## config.mk

```make
export PLATFORM = sky130hd
export DESIGN_NAME = primitive_type_converter
export DESIGN_NICKNAME = d
export VERILOG_FILES = /design/src/design/ptc_pkg.sv /design/src/design/ptc_narrow.sv /design/src/design/primitive_type_converter.sv
export SDC_FILE = /design/constraint.sdc
export NUM_CORES = 1
export LEC_CHECK = 0
export ABC_CLOCK_PERIOD_IN_PS = 16600
export BUFFER_PORTS_ARGS = -buffer_cell sky130_fd_sc_hd__buf_2
export CAP_MARGIN = 20
export CORE_ASPECT_RATIO = 0.9
export CORE_UTILIZATION = 25
export DETAILED_ROUTE_END_ITERATION = 6
export PLACE_DENSITY = 0.44
export SLEW_MARGIN = 5
export SYNTH_ARGS = -nofsm -noshare
export SYNTH_HDL_FRONTEND = slang
export SYNTH_SLANG_ARGS = --single-unit
```

## constraint.sdc

```tcl
create_clock -name i_clk -period 16.6 [get_ports i_clk]
set_input_delay 2.49 -clock i_clk [delete_from_list [all_inputs] [get_ports i_clk]]
set_output_delay 2.49 -clock i_clk [all_outputs]
set_load 0.005 [all_outputs]
```

## src/design/ptc_pkg.sv

```systemverilog
// package: kinds, error codes, transaction structs and helpers for the type converter
package ptc_pkg;

    localparam logic [1:0] KIND_FLOAT = 2'd0;
    localparam logic [1:0] KIND_UINT  = 2'd1;
    localparam logic [1:0] KIND_INT   = 2'd2;
    localparam logic [1:0] KIND_BOOL  = 2'd3;

    localparam logic [2:0] ERR_OK       = 3'd0;
    localparam logic [2:0] ERR_TO_FLOAT = 3'd1;
    localparam logic [2:0] ERR_TO_UINT  = 3'd2;
    localparam logic [2:0] ERR_TO_INT   = 3'd3;
    localparam logic [2:0] ERR_TO_BOOL  = 3'd4;

    localparam logic [31:0] MANT_MASK = 32'h007F_FFFF;
    localparam logic [31:0] NAN_FORCE = 32'h0040_0000;
    localparam logic [31:0] SIGN_BIT  = 32'h8000_0000;
    localparam logic [31:0] INF_BITS  = 32'h7F80_0000;

    localparam int unsigned PIPE_DEPTH = 4;

    typedef struct packed {
        logic [1:0]  src_kind;
        logic [31:0] src_bits;
        logic [1:0]  dst_kind;
        logic [6:0]  dst_precision;
    } t_in;

    typedef struct packed {
        logic [31:0] result_bits;
        logic [2:0]  error_code;
    } t_out;

    // round off the low cut mantissa bits, first zero at or above the cut absorbs the carry
    function automatic logic [31:0] cut_mantissa(input logic [31:0] x, input logic [4:0] cut);
        logic [31:0] v;
        logic [4:0]  c;
        logic        done;
        v    = x;
        c    = cut;
        done = 1'b0;
        if (cut != 5'd0 && x[cut - 5'd1]) begin
            for (int i = 0; i < 23; i++) begin
                if (!done && i >= int'(cut) && !x[i]) begin
                    v[i] = 1'b1;
                    c    = 5'(i);
                    done = 1'b1;
                end
            end
        end
        return v & ((32'hFFFF_FFFF >> c) << c);
    endfunction

endpackage

```

## src/design/ptc_narrow.sv

```systemverilog
// two-stage fp16 narrowing of a 32-bit float pattern: classify, then round
module ptc_narrow (
    input  logic        i_clk,
    input  logic        i_en,
    input  logic [31:0] i_x,
    output logic [31:0] o_x
);
    import ptc_pkg::*;

    logic [7:0]  w_e;
    logic [31:0] n_x, r_x;
    logic [4:0]  n_cut, r_cut;
    logic        n_pass, r_pass;
    logic [7:0]  w_d;

    assign w_e = i_x[30:23];
    assign w_d = 8'd113 - w_e;

    // classify the exponent and choose the cut point
    always_comb begin
        n_x    = i_x;
        n_cut  = 5'd13;
        n_pass = 1'b0;
        if (w_e[7]) begin
            if (w_e >= 8'h8F) begin
                n_pass = 1'b1;
                if (w_e == 8'hFF) begin
                    if ((i_x & MANT_MASK) != 32'd0) n_x = i_x | NAN_FORCE;
                end else begin
                    n_x = (i_x & SIGN_BIT) | INF_BITS;
                end
            end
        end else if (w_e[6:4] == 3'b111 && w_e[3:0] != 4'd0) begin
            n_cut = 5'd13;
        end else if (w_e <= 8'h65) begin
            n_pass = 1'b1;
            n_x    = 32'd0;
        end else begin
            n_cut = (w_d > 8'd10) ? 5'd23 : 5'(w_d + 8'd13);
        end
    end

    always_ff @(posedge i_clk) begin
        if (i_en) begin
            r_x    <= n_x;
            r_cut  <= n_cut;
            r_pass <= n_pass;
        end
    end

    // rounding
    assign o_x = r_pass ? r_x : cut_mantissa(r_x, r_cut);
endmodule

```

## src/design/primitive_type_converter.sv

```systemverilog
// top level: four-stage pipelined primitive type converter
//
//  channel | signals                     | payload
//  in      | i_in_valid / o_in_ready     | i_in  (t_in)
//  out     | o_out_valid / i_out_ready   | o_out (t_out)
//
// one transaction per cycle while the output does not stall; the stages are
// leading-one detect, shift and round, narrow classify, narrow round. the whole
// pipeline advances only when the output register is free or being taken, so a
// stall holds every stage. reset clears the stage valid bits only.
module primitive_type_converter (
    input  logic           i_clk,
    input  logic           i_rst_n,
    input  logic           i_in_valid,
    output logic           o_in_ready,
    input  ptc_pkg::t_in   i_in,
    output logic           o_out_valid,
    input  logic           i_out_ready,
    output ptc_pkg::t_out  o_out
);
    import ptc_pkg::*;

    logic [PIPE_DEPTH-1:0] r_v;
    logic                  w_adv;

    assign w_adv      = !r_v[PIPE_DEPTH-1] || i_out_ready;
    assign o_in_ready = w_adv;

    // valid bits travel with the data
    always_ff @(posedge i_clk) begin
        if (!i_rst_n) begin
            r_v <= '0;
        end else if (w_adv) begin
            r_v <= {r_v[PIPE_DEPTH-2:0], i_in_valid};
        end
    end

    // stage 1: decode, magnitude, leading one
    logic [31:0] n_mag, r1_mag, r1_pass;
    logic        n_sign, r1_sign, n_toflt, r1_toflt, r1_narrow, n_narrow;
    logic [4:0]  n_p, r1_p;
    logic [2:0]  n_err, r1_err;
    logic [31:0] n_res;

    always_comb begin
        n_mag    = i_in.src_bits;
        n_sign   = 1'b0;
        n_toflt  = 1'b0;
        n_err    = ERR_OK;
        n_res    = 32'd0;
        n_narrow = 1'b0;
        n_p      = 5'd0;
        case (i_in.dst_kind)
            KIND_FLOAT: begin
                n_narrow = (i_in.dst_precision != 7'd32) && (i_in.dst_precision <= 7'd16);
                case (i_in.src_kind)
                    KIND_FLOAT: n_res = i_in.src_bits;
                    KIND_UINT:  n_toflt = 1'b1;
                    KIND_INT: begin
                        n_toflt = 1'b1;
                        n_sign  = i_in.src_bits[31];
                        if (n_sign) n_mag = 32'd0 - i_in.src_bits;
                    end
                    default: begin
                        n_err    = ERR_TO_FLOAT;
                        n_narrow = 1'b0;
                    end
                endcase
            end
            KIND_UINT: begin
                if (i_in.src_kind == KIND_UINT) begin
                    n_res = i_in.src_bits;
                    if (i_in.dst_precision < 7'd32)
                        n_res = i_in.src_bits & ((32'd1 << i_in.dst_precision[4:0]) - 32'd1);
                end else begin
                    n_err = ERR_TO_UINT;
                end
            end
            KIND_INT: begin
                if (i_in.src_kind inside {KIND_UINT, KIND_INT}) n_res = i_in.src_bits;
                else n_err = ERR_TO_INT;
            end
            default: begin
                if (i_in.src_kind inside {KIND_BOOL, KIND_UINT})
                    n_res = {31'd0, i_in.src_bits != 32'd0};
                else n_err = ERR_TO_BOOL;
            end
        endcase
        for (int i = 0; i < 32; i++) begin
            if (n_mag[i]) n_p = 5'(i);
        end
    end

    always_ff @(posedge i_clk) begin
        if (w_adv) begin
            r1_mag    <= n_mag;
            r1_sign   <= n_sign;
            r1_toflt  <= n_toflt;
            r1_err    <= n_err;
            r1_pass   <= n_res;
            r1_narrow <= n_narrow;
            r1_p      <= n_p;
        end
    end

    // stage 2: normalize and round to nearest even
    logic [31:0] n2_res, r2_res;
    logic [2:0]  r2_err;
    logic        r2_narrow;
    logic [31:0] w_q, w_rem, w_half;
    logic [4:0]  w_s;
    logic [7:0]  w_exp;

    always_comb begin
        w_s    = 5'd0;
        w_rem  = 32'd0;
        w_half = 32'd0;
        w_exp  = 8'd127 + {3'd0, r1_p};
        if (r1_p <= 5'd23) begin
            w_q = r1_mag << (5'd23 - r1_p);
        end else begin
            w_s    = r1_p - 5'd23;
            w_rem  = r1_mag & ((32'd1 << w_s) - 32'd1);
            w_half = 32'd1 << (w_s - 5'd1);
            w_q    = r1_mag >> w_s;
            if (w_rem > w_half || (w_rem == w_half && w_q[0])) w_q = w_q + 32'd1;
            if (w_q[24]) begin
                w_q   = w_q >> 1;
                w_exp = w_exp + 8'd1;
            end
        end
        if (!r1_toflt) n2_res = r1_pass;
        else if (r1_mag == 32'd0) n2_res = 32'd0;
        else n2_res = {r1_sign, w_exp, w_q[22:0]};
    end

    always_ff @(posedge i_clk) begin
        if (w_adv) begin
            r2_res    <= n2_res;
            r2_err    <= r1_err;
            r2_narrow <= r1_narrow;
        end
    end

    // stages 3 and 4: fp16 narrowing
    logic [31:0] w_nar, r3_res;
    logic [2:0]  r3_err, r4_err;
    logic        r3_narrow;
    logic [31:0] r4_res;

    ptc_narrow u_narrow (
        .i_clk (i_clk),
        .i_en  (w_adv),
        .i_x   (r2_res),
        .o_x   (w_nar)
    );

    always_ff @(posedge i_clk) begin
        if (w_adv) begin
            r3_res    <= r2_res;
            r3_err    <= r2_err;
            r3_narrow <= r2_narrow;
            r4_res    <= r3_narrow ? w_nar : r3_res;
            r4_err    <= r3_err;
        end
    end

    assign o_out_valid       = r_v[PIPE_DEPTH-1];
    assign o_out.result_bits = r4_res;
    assign o_out.error_code  = r4_err;
endmodule
```

==> qor.yml, run 1 <==
viasPerCell: 5.64
status: "finished, final reports clean"
cp.arrival_ns: 9.57
irDropWorstVdd_mv: 0.0472
p_int_mw: 1.29
rows: 94
p_comb_share_pct: 32.5
ios: 84
critPathLaunch: "r1_p[0]"
cts_num_sinks: 224
synth_top_area_share_pct: 35.6
r2r_slack_ns: 7.32
fin_crit_sh_pct: 55.9
clockRootBuffer: "clkbuf_16"
drv_cap: 0
drt_iter0_drc: 1774
cts_buffers: 26
drc_errors: 0
ff2ff_path_depth: 25
yosys-top-cells-area: "edfxtp_1 (36%), ha_1 (4.3%), mux4_2 (4.2%), nand2_1 (4.2%), a21oi_1 (4.1%)"
wl_per_cell_um: 23.6
synth_seq_cells: 224
drt_pass1_iterations: 5
postCtsSetupBuffers: 0
ys_types: 99
hold_violations: 0
slew_headroom_pct: 19.4
grt_max_degree: 119
power.switching_mw: 0.709
fin_crit_ns: 9.28
yosys_warnings: 0
antenna_found_initial: 1
drive_gt1_share_pct: 13.6
timing.rr.start: "r1_p[0]"
core_region_area_um2: 73300
fin_ws_ns: 7.32
synthArstFlopShare_pct: 0
synthToLayoutAreaGrowth_pct: 11.1
worstSetupEndpointType: "flip-flop"
cp-start-kind: "flip-flop"
cts_htree_levels: 1
fp.dieH_um: 260
worst_slew_pin_slew_ns: 1.21
pwr-share-seq_pct: 37.9
gp_congestion: 0.973
clkTransAtPathRegs_ns: 0.06
p_leak_nw: 7.85
ant_nets: 0
syn_area_um2: 18500
finalSetupViolCount: 0
cts_resized: 0
p_total_mw: 2.00
hold_buffers: 0
tritoncts: "done"
max_freq_mhz: 108
grt_pass1_vias: 15900
rsz0062_at_grt: "no"
p_sw_share_pct: 35.5
grt_usage_pct: 18.3
hold_path.class: "reg -> reg"
grt_remaining_overflow: 0
required_ns: 16.89
dieArea_um2: 75300
synth_top_area_cell: "edfxtp_1"
synth_ff_type: "edfxtp_1"
worstPathMaxFanout: 69
placed_cells: 2941
cts.path.max_buffers: 3
synth_edf_count: 220
final-max-slew-violation-count: 0
power_density_nw_per_um2: 97.0
fillers: 7726
ys_seq_area_share_pct: 36.0
final_nets: 2120
power_frac_clock_pct: 29.6
clk_latency_ns: 0.56
r2r-end: "r2_res[4]"
place_ws_ns: 7.61
hpwl_um: 52900
grt_pass1_wl_um: 105000
routed_wl_um: 70600
layout.cells.non_filler: 2989
criticalPathCategory: "reg -> reg"
crit_end: "r2_res[4]"
vias: 16900
start_util_pct: 25.3
clock_skew_ns: 0.0262
port_buffers: 83
syn_inst: 2009
tns_ns: 0
synthesis.nets: 2120
die_x_um: 289
synth_area_per_cell_um2: 9.23
-- worst max-delay path: stages (launching register included) --
cell       delay (ns)
edfxtp_1         0.32
buf_4            0.37
ha_1             0.57
ha_2             0.39
buf_4            0.35
inv_1            0.73
o31ai_1          0.33
a21oi_1          0.32
nand2_1          0.19
a21oi_1          0.42
nand2_1          0.18
and3_1           0.22
o21ai_0          0.14
a21boi_0         0.12
ha_1             0.31
nand4_1          0.15
nor4_1           0.70
nand3_1          0.47
o2111ai_1        0.20
a21oi_1          0.19
nor4_4           0.49
and3_1           0.35
and3_1           0.33
or2_1            0.67
nand2_1          0.16
a311o_1          0.31
-- registers in the layout, summed over array words and instances, names as in the netlist, 4 cells and up --
signal and cells:
r_v 4, r1_p 5, r4_res 32, r3_res 32
r1_pass 32, r1_mag 32, u_narrow.r_x 32, u_narrow.r_cut 5
r2_res 32
-- cells by family (layout without fill, tap and decap cells) --
family | after synthesis | count (layout) | synth area share, %
adders and majority gates | 64 | 64 | 4.32
other | 0 | 1 | 0
DFF | 224 | 224 | 36.0
xor gates and xnor gates | 72 | 72 | 3.68
and+or+nand+nor | 694 | 694 | 18.7
AOI/OAI and AO/OA | 595 | 595 | 21.1
buffers and inverters | 205 | 224 | 4.96
muxes | 155 | 155 | 11.2
-- placed cells by master, fill, tap and decap left out, types with 27 or more instances in the layout --
cell type / instances
nor3_1: 43
nand3_1: 58
nand2_1: 206
buf_2: 83
mux4_2: 35
nor4_1: 37
edfxtp_1: 220
nor2b_1: 27
mux2_2: 38
o22ai_1: 27
o21ai_0: 117
and3_1: 49
nor2_1: 140
a21oi_1: 152
ha_1: 63
inv_1: 69
xnor2_1: 44
mux2i_1: 76
a31oi_1: 33
-- area by class of cell --
cell class,instances,area [µm²],share of cell area [%]
sequential,224,6690,32.4
inverter,72,278,1.35
antenna,1,2.50,0.0121
tap,960,1200,5.83
clock buffer,30,666,3.23
clock inverter,17,219,1.06
multi-input combinational,1580,11000,53.2
timing repair buffer,105,593,2.88
-- cell usage after synthesis (all sizes together) (14+ instances only) --
master     n
xnor2     48
inv       71
nand4     26
and3      49
a22oi     18
nor2     142
a211oi    20
buf       44
nor3      48
nand2b    27
or2       14
nor2b     27
a31oi     33
nor4      39
o21a      19
xor2      24
o22ai     27
nand3     60
clkbuf    89
mux4      35
ha        64
mux2i     78
nand2    206
edfxtp   220
o31ai     16
o211ai    15
mux2      42
and2      21
a21oi    154
a21o      26
o21ai    126
o2bb2ai   16
-- how the worst min path moves through the flow --
stage	start	end	cells past startpoint
finish	r2_err[0]	r3_err[0]	0
global route	r2_err[2]	r3_err[2]	0
CTS	r2_err[0]	r3_err[0]	0
detailed placement	r2_err[0]	r3_err[0]	0
global placement	r2_narrow	r3_narrow	0
floorplan	r1_err[0]	r2_err[0]	0
-- power groups by stage --
| stage | combinational (mW) | clock, mW | sequential [mW] |
|---|---|---|---|
| detailed placement | 0.638 | 0 | 0.768 |
| global route | 0.703 | 0.627 | 0.763 |
| CTS | 0.641 | 0.605 | 0.756 |
| global placement | 0.633 | 0 | 0.766 |
| floorplan | 0.456 | 0 | 0.733 |
| finish | 0.649 | 0.591 | 0.757 |
-- stage by stage --
stage | hold slack, ns | utilization [%] | cell area (µm²)
floorplan | 0.400 | - | 18500
global placement | 0.403 | 26.9 | 19700
detailed placement | 0.405 | 26.9 | 19700
CTS | 0.416 | 28.1 | 20600
global route | 0.427 | 28.1 | 20600
finish | 0.415 | 28.1 | 20600
-- per-layer routing --
| layer | global-route usage, % | vias to the layer above | part of all wire [%] |
|---|---|---|---|
| li1 | - | 7674 | - |
| met1 | 27.0 | 8324 | 47 |
| met2 | 28.2 | 769 | 44 |
| met3 | 2.11 | 99 | 6.7 |
| met4 | 4.08 | 0 | 2.2 |
| met5 | 0 | - | 0 |
Note: power is estimated with default switching activity, not from simulation.
==> run 2, diff against run 1 <==
--- a/config.mk
+++ b/config.mk
@@ -5,7 +5,8 @@
 export SDC_FILE = /design/constraint.sdc
 export NUM_CORES = 1
 export LEC_CHECK = 0
-export ABC_CLOCK_PERIOD_IN_PS = 16600
+export ABC_AREA = 1
+export ABC_CLOCK_PERIOD_IN_PS = 9000
 export BUFFER_PORTS_ARGS = -buffer_cell sky130_fd_sc_hd__buf_2
 export CAP_MARGIN = 20
 export CORE_ASPECT_RATIO = 0.9
==> constraint.sdc (replaced) <==
create_clock -name i_clk -period 9 [get_ports i_clk]
set_input_delay 1.35 -clock i_clk [delete_from_list [all_inputs] [get_ports i_clk]]
set_output_delay 1.35 -clock i_clk [all_outputs]
set_load 0.005 [all_outputs]
==> run 2 against run 1 <==
Compared with the run above: clock power increased by 84%; sequential share of layout area increased by 0.15 points; first-iteration DRC count decreased by 5.9%; critical path depth increased by 23; register-to-register slack got worse by 6.3 ns; global-route usage decreased by 0.11 points; die area decreased by 2.3%; highest routed layer unchanged; non-clock buffer count increased by 15; maximum frequency increased by 16%; clock skew decreased by 0.0078 ns.
==> qor.yml, run 2 <==
status: "finished, final reports clean"
syn_inst: 2508  # +25%
finalSetupViolCount: 0  # unchanged
required_ns: 9.26  # -7.63 ns
synthesis.nets: 2619  # +24%
hp-start: "r3_err[2]"
synthArstFlopShare_pct: 0  # unchanged
synth-compound-area-share_pct: 15.7  # -5.5 points
fp.dieH_um: 257  # -1.2%
yosysMostFrequentCell: "nand2_1"
drc_errors: 0  # unchanged
synth_edf_count: 220  # unchanged
yosys_warnings: 0  # unchanged
grt_usage_pct: 18.2  # -0.11 points
wl_per_cell_um: 19.3  # -18%
power_density_nw_per_um2: 193  # +99%
met3_usage_pct: 2.13  # +0.021 points
drv_cap: 0  # unchanged
final_area_um2: 20500  # -0.46%
core_region_area_um2: 71600  # -2.3%
rsz0062_at_grt: "no"
r2r_slack_ns: 0.99  # -6.33 ns
slew_headroom_pct: 32.5  # +13 points
worst_path_dominant_cell_family: "simple AND/OR/NAND/NOR gates"
cpMaxStageDelayCell: "ha_1"
die_x_um: 286  # -1.2%
grt_pass1_wl_um: 102000  # -2.9%
diodes: 0  # -1
fin_crit_sh_pct: 89.0  # +33 points
synth_area_per_cell_um2: 7.22  # -22%
routed_wl_um: 68400  # -3.0%
crit_top_cell: "nand2_1"
hpwl_um: 55100  # +4.3%
hold_buffers: 0  # unchanged
clkTransAtPathRegs_ns: 0.06  # about the same
antenna_found_initial: 1  # unchanged
cts_htree_levels: 1  # unchanged
synth_top_area_share_pct: 36.5  # +0.86 points
synth_seq_cells: 224  # unchanged
ys_seq_area_share_pct: 36.9  # +0.87 points
tritoncts: "done"
grtUsageMet1_pct: 26.3  # -0.76 points
cts_buffers: 27  # +3.8%
ys_types: 68  # -31%
dieArea_um2: 73500  # -2.3%
synth_top_area_cell: "edfxtp_1"
hold_path.class: "reg -> reg"
gp_congestion: 0.984  # +1.2%
placed_cell_area_um2: 19600  # -0.67%
yosys-top-cells-area: "edfxtp_1 (36%), nand2_1 (13%), nor2_1 (7.0%), inv_1 (6.2%), o21ai_0 (4.5%)"
synth_mux_area_share_pct: 0.497  # -11 points
cp.arrival_ns: 8.28  # -1.29 ns
final_nets: 2678  # +26%
drive_gt1_share_pct: 10.1  # -3.5 points
ant_nets: 0  # unchanged
worst_slew_pin_slew_ns: 1.01  # -0.198 ns
layout_common_cells: "nand2_1 (623), nor2_1 (340), inv_1 (296)"
port_buffers: 83  # unchanged
grt_remaining_overflow: 0  # unchanged
worstSetupEndpointType: "flip-flop"
crit_buf_inv: 7  # +4
synthSimpleGateAreaFrac_pct: 30.3  # +12 points
final_common_cell: "nand2_1"
busiest_layer: "met2"
clock_skew_ns: 0.0184  # -0.00784 ns
timing.rr.start: "r1_p[1]"
max_stage_delay_ns: 0.48  # -0.25 ns
clockRootBuffer: "clkbuf_16"
synth_common_cells: "nand2_1 (623), nor2_1 (340), inv_1 (297)"
tns_ns: 0  # unchanged
met2_usage_pct: 28.5  # +0.31 points
irDropWorstVdd_mv: 0.116  # +150%
drt_iter0_drc: 1669  # -5.9%
grt_max_degree: 144  # +21%
p_leak_nw: 8.94  # +14%
hold_violations: 0  # unchanged
synth_top_family_by_area: "simple AND/OR/NAND/NOR gates"
rows: 93  # -1.1%
max_freq_mhz: 125  # +16%
cts.path.max_buffers: 3  # unchanged
ios: 84  # unchanged
grt_pass1_vias: 16600  # +4.5%
clk_latency_ns: 0.55  # about the same
final-max-slew-violation-count: 0  # unchanged
vias: 17500  # +3.8%
viasPerCell: 4.95  # -12%
synthToLayoutAreaGrowth_pct: 13.3
fillers: 7883  # +2.0%
fin_crit_ns: 8.01  # -1.27 ns
synth_xor_area_share_pct: 3.24  # -0.44 points
cp-start-kind: "flip-flop"
start_util_pct: 25.3  # about the same
synth_fa_ha_area_share_pct: 4.42  # +0.10 points
criticalPathCategory: "reg -> reg"
synth_ff_type: "edfxtp_1"
cts_num_sinks: 224  # unchanged
critPathLaunch: "r1_p[1]"
syn_area_um2: 18100  # -2.4%
drt_pass1_iterations: 5  # unchanged
worstPathMaxFanout: 12  # -83%
run 2: per-layer routing:
| layer | part of all wire, % | vias up | wire length [µm] |
|---|---|---|---|
| li1 | - | 8572 | - |
| met1 | 48 | 8328 | 33000 |
| met2 | 44 | 517 | 30200 |
| met3 | 5.0 | 90 | 3450 |
| met4 | 2.5 | 0 | 1710 |
| met5 | 0 | - | 0 |
run 2: cell families after synthesis:
family,count (synthesis)
AND/OR/NAND/NOR,1276
buffers and inverters,410
adder cells (fa/ha/maj),64
flip-flops,224
AO/OA/AOI/OAI,458
XOR/XNOR,67
multiplexers,9
run 2: layout make-up:
| class | count | area (µm²) | area share, % |
|---|---|---|---|
| clock buffers | 33 | 748 | 3.65 |
| flip-flops and latches | 224 | 6690 | 32.6 |
| well taps | 950 | 1190 | 5.80 |
| clock inverters | 17 | 141 | 0.689 |
| inverters | 320 | 1210 | 5.90 |
| repair buffers | 120 | 706 | 3.44 |
| multi-input cells | 1874 | 9830 | 47.9 |
run 2: stage by stage:
stage	setup WS, ns	instances	power [mW]	hold slack, ns	utilization, %
floorplan	1.27	2508	2.37	0.400	-
CTS	0.805	3535	3.98	0.420	28.6
global placement	1.05	3485	2.88	0.403	27.4
global route	0.0560	3538	4.21	0.427	28.7
detailed placement	0.849	3485	2.87	0.405	27.4
finish	0.986	3538	3.96	0.419	28.7
run 2: repair_timing:
item | CTS | global route
gates resized for setup | 0 | 3
buffers inserted | 0 | 3
setup endpoints to repair | 0 | 5
endpoints found under the hold margin | 0 | 0
run 2: report_power, final:
group	switching [mW]	internal (mW)
Combinational	1.02	0.448
Clock	0.462	0.627
Sequential	0.103	1.30
Total	1.58	2.38
run 2: worst paths after layout:
kind                end  depth (start not counted)
min           r4_err[2]                          0
max reg2reg  r2_res[28]                         48
max          r2_res[28]                         48
min reg2reg   r4_err[2]                          0
==> run 3, diff against run 2 <==
--- a/config.mk
+++ b/config.mk
@@ -12,7 +12,8 @@
 export CORE_ASPECT_RATIO = 0.9
 export CORE_UTILIZATION = 25
 export DETAILED_ROUTE_END_ITERATION = 6
-export PLACE_DENSITY = 0.44
+export PLACE_DENSITY = 0.5
+export RECOVER_POWER = 50
 export SLEW_MARGIN = 5
 export SYNTH_ARGS = -nofsm -noshare
 export SYNTH_HDL_FRONTEND = slang
==> run 3 against run 2 <==
Compared with the run above: the flow now finishes with violations (max-capacitance violations, max-slew violations); clock power shrank 7%; hold slack improved by 0.0013 ns; global-route usage fell by 1.3 points; power decreased by 2.6%; register-to-register slack got worse by 0.12 ns; maximum frequency shrank 1.5%; die area unchanged; cell count decreased by 0.37%; worst setup slack worse by 0.12 ns; sequential share of layout area is 0.31 points higher; critical path depth is the same; sequential power about the same; largest power group unchanged.
==> qor.yml, run 3 (same netlist as run 2, synthesis figures left out) <==
status: "finished with violations"
violations: "max-capacitance violations, max-slew violations"
fin_util_pct: 28.4  # -0.27 points
rows: 93  # unchanged
cts.path.max_buffers: 3  # unchanged
cp.arrival_ns: 8.38  # +0.10 ns
tritoncts: "done"
antenna_found_initial: 1  # unchanged
layout_common_cells: "nand2_1 (623), nor2_1 (339), inv_1 (296)"
clock_skew_ns: 0.0180  # -0.000333 ns
ios: 84  # unchanged
place_ws_ns: 0.487  # -0.361 ns
crit_buf_inv: 7  # unchanged
cts_htree_levels: 1  # unchanged
worstPathMaxFanout: 12  # unchanged
fin_crit_sh_pct: 90.4  # +1.3 points
required_ns: 9.25  # about the same
grt_pass1_wl_um: 96300  # -5.9%
grt_remaining_overflow: 0  # unchanged
crit_top_cell: "nand2_1"
rsz0062_at_grt: "no"
dieArea_um2: 73500  # unchanged
viasPerCell: 4.91  # -0.72%
die_x_um: 286  # unchanged
min_path_cells: 0  # unchanged
cp.depth: 48  # unchanged
worstSetupEndpointType: "flip-flop"
criticalPathCategory: "reg -> reg"
start_util_pct: 25.3  # unchanged
fin_crit_ns: 8.14  # +0.121 ns
irDropWorstVdd_mv: 0.0927  # -20%
hold_violations: 0  # unchanged
grt_usage_pct: 16.9  # -1.3 points
final_common_cell: "nand2_1"
core_region_area_um2: 71600  # unchanged
clkTransAtPathRegs_ns: 0.07  # about the same
synthToLayoutAreaGrowth_pct: 12.2
finalSetupViolCount: 0  # unchanged
diodes: 0  # unchanged
worst_path_dominant_cell_family: "simple AND/OR/NAND/NOR gates"
drive_gt1_share_pct: 8.62  # -1.5 points
timing.hold.ws_ns: 0.420  # +0.00134 ns
p_leak_nw: 8.75  # -2.2%
vias: 17300  # -1.1%
max_stage_delay_ns: 0.48  # about the same
cp-start-kind: "flip-flop"
grt_pass1_vias: 15900  # -4.5%
routed_wl_um: 64100  # -6.4%
drv_cap: 3  # +3
ant_nets: 0  # unchanged
slew_headroom_pct: -147  # -180 points
clk_latency_ns: 0.54  # about the same
drt_pass1_iterations: 5  # unchanged
power_density_nw_per_um2: 190  # -1.7%
cts_num_sinks: 224  # unchanged
fin_ws_ns: 0.865  # -0.121 ns
worst_slew_pin_slew_ns: 3.69  # +2.68 ns
fp.dieH_um: 257  # unchanged
hold_buffers: 0  # unchanged
ff2ff_path_depth: 48  # unchanged
drt_iter0_drc: 1737  # +4.1%
wl_per_cell_um: 18.2  # -6.0%
cts_buffers: 25  # -7.4%
max_freq_mhz: 123  # -1.5%
gp_congestion: 0.965  # -1.9%
clockRootBuffer: "clkbuf_16"
hold_path.class: "reg -> reg"
drc_errors: 0  # unchanged
cpMaxStageDelayCell: "ha_1"
hpwl_um: 51000  # -7.5%
grt_max_degree: 82  # -43%
final-max-slew-violation-count: 179  # +179
tns_ns: 0  # unchanged
port_buffers: 83  # unchanged
final_nets: 2667  # -0.41%
## run 3: changes by cell type in the layout (fill, tap and decap cells not counted), sizes merged
cell and delta:
clkinvlp +4, clkinv +1, clkbuf +19, bufinv +1
inv -4, buf -34
## run 3: repair_timing
item | in CTS | in global routing
endpoints found under the setup margin | 0 | 30
setup buffers | 0 | 3
resized for setup | 0 | 4
## run 3: final timing paths
kind,start,endpoint,slack [ns]
max reg2reg,r1_p[1],r2_res[28],0.86
max,r1_p[1],r2_res[28],0.86
min,r2_narrow,r3_narrow,0.42
min reg2reg,r2_narrow,r3_narrow,0.42
## run 3: metal layers
metal,global-route usage [%],share of wire [%]
met1,25.3,49
met2,25.2,42
met3,2.76,7.1
met4,3.43,1.9
met5,0,0
## run 3: worst register-to-register path: cells and delay by family, from the launching register on
kind            cells  cell delay [ns]
buf+inv             7             0.80
flops               1             0.39
compound gates      3             0.40
simple gates       32             4.76
xor+xnor            2             0.34
fa+ha+maj           4             1.21
## run 3: final cells by class
type	instances	area (µm²)
clock buffer	27	643
inverter	320	1210
multi-input combinational	1874	9840
timing repair buffer	111	588
clock inverter	19	165
sequential	224	6690
tap	950	1190
fill	7861	51200
## run 3: through the flow
step	cells	power [mW]	instance area [µm²]
global placement	3476	2.84	19500
finish	3525	3.86	20300
CTS	3522	3.86	20300
floorplan	2508	2.37	18100
detailed placement	3476	2.83	19500
global route	3525	4.09	20300
## run 3: power by group
part	internal [mW]	total, mW	leakage (nW)	switching (mW)
Sequential	1.30	1.40	2.56	0.0966
Combinational	0.438	1.44	5.80	1.01
Clock	0.578	1.01	0.392	0.436
Total	2.32	3.86	8.75	1.54
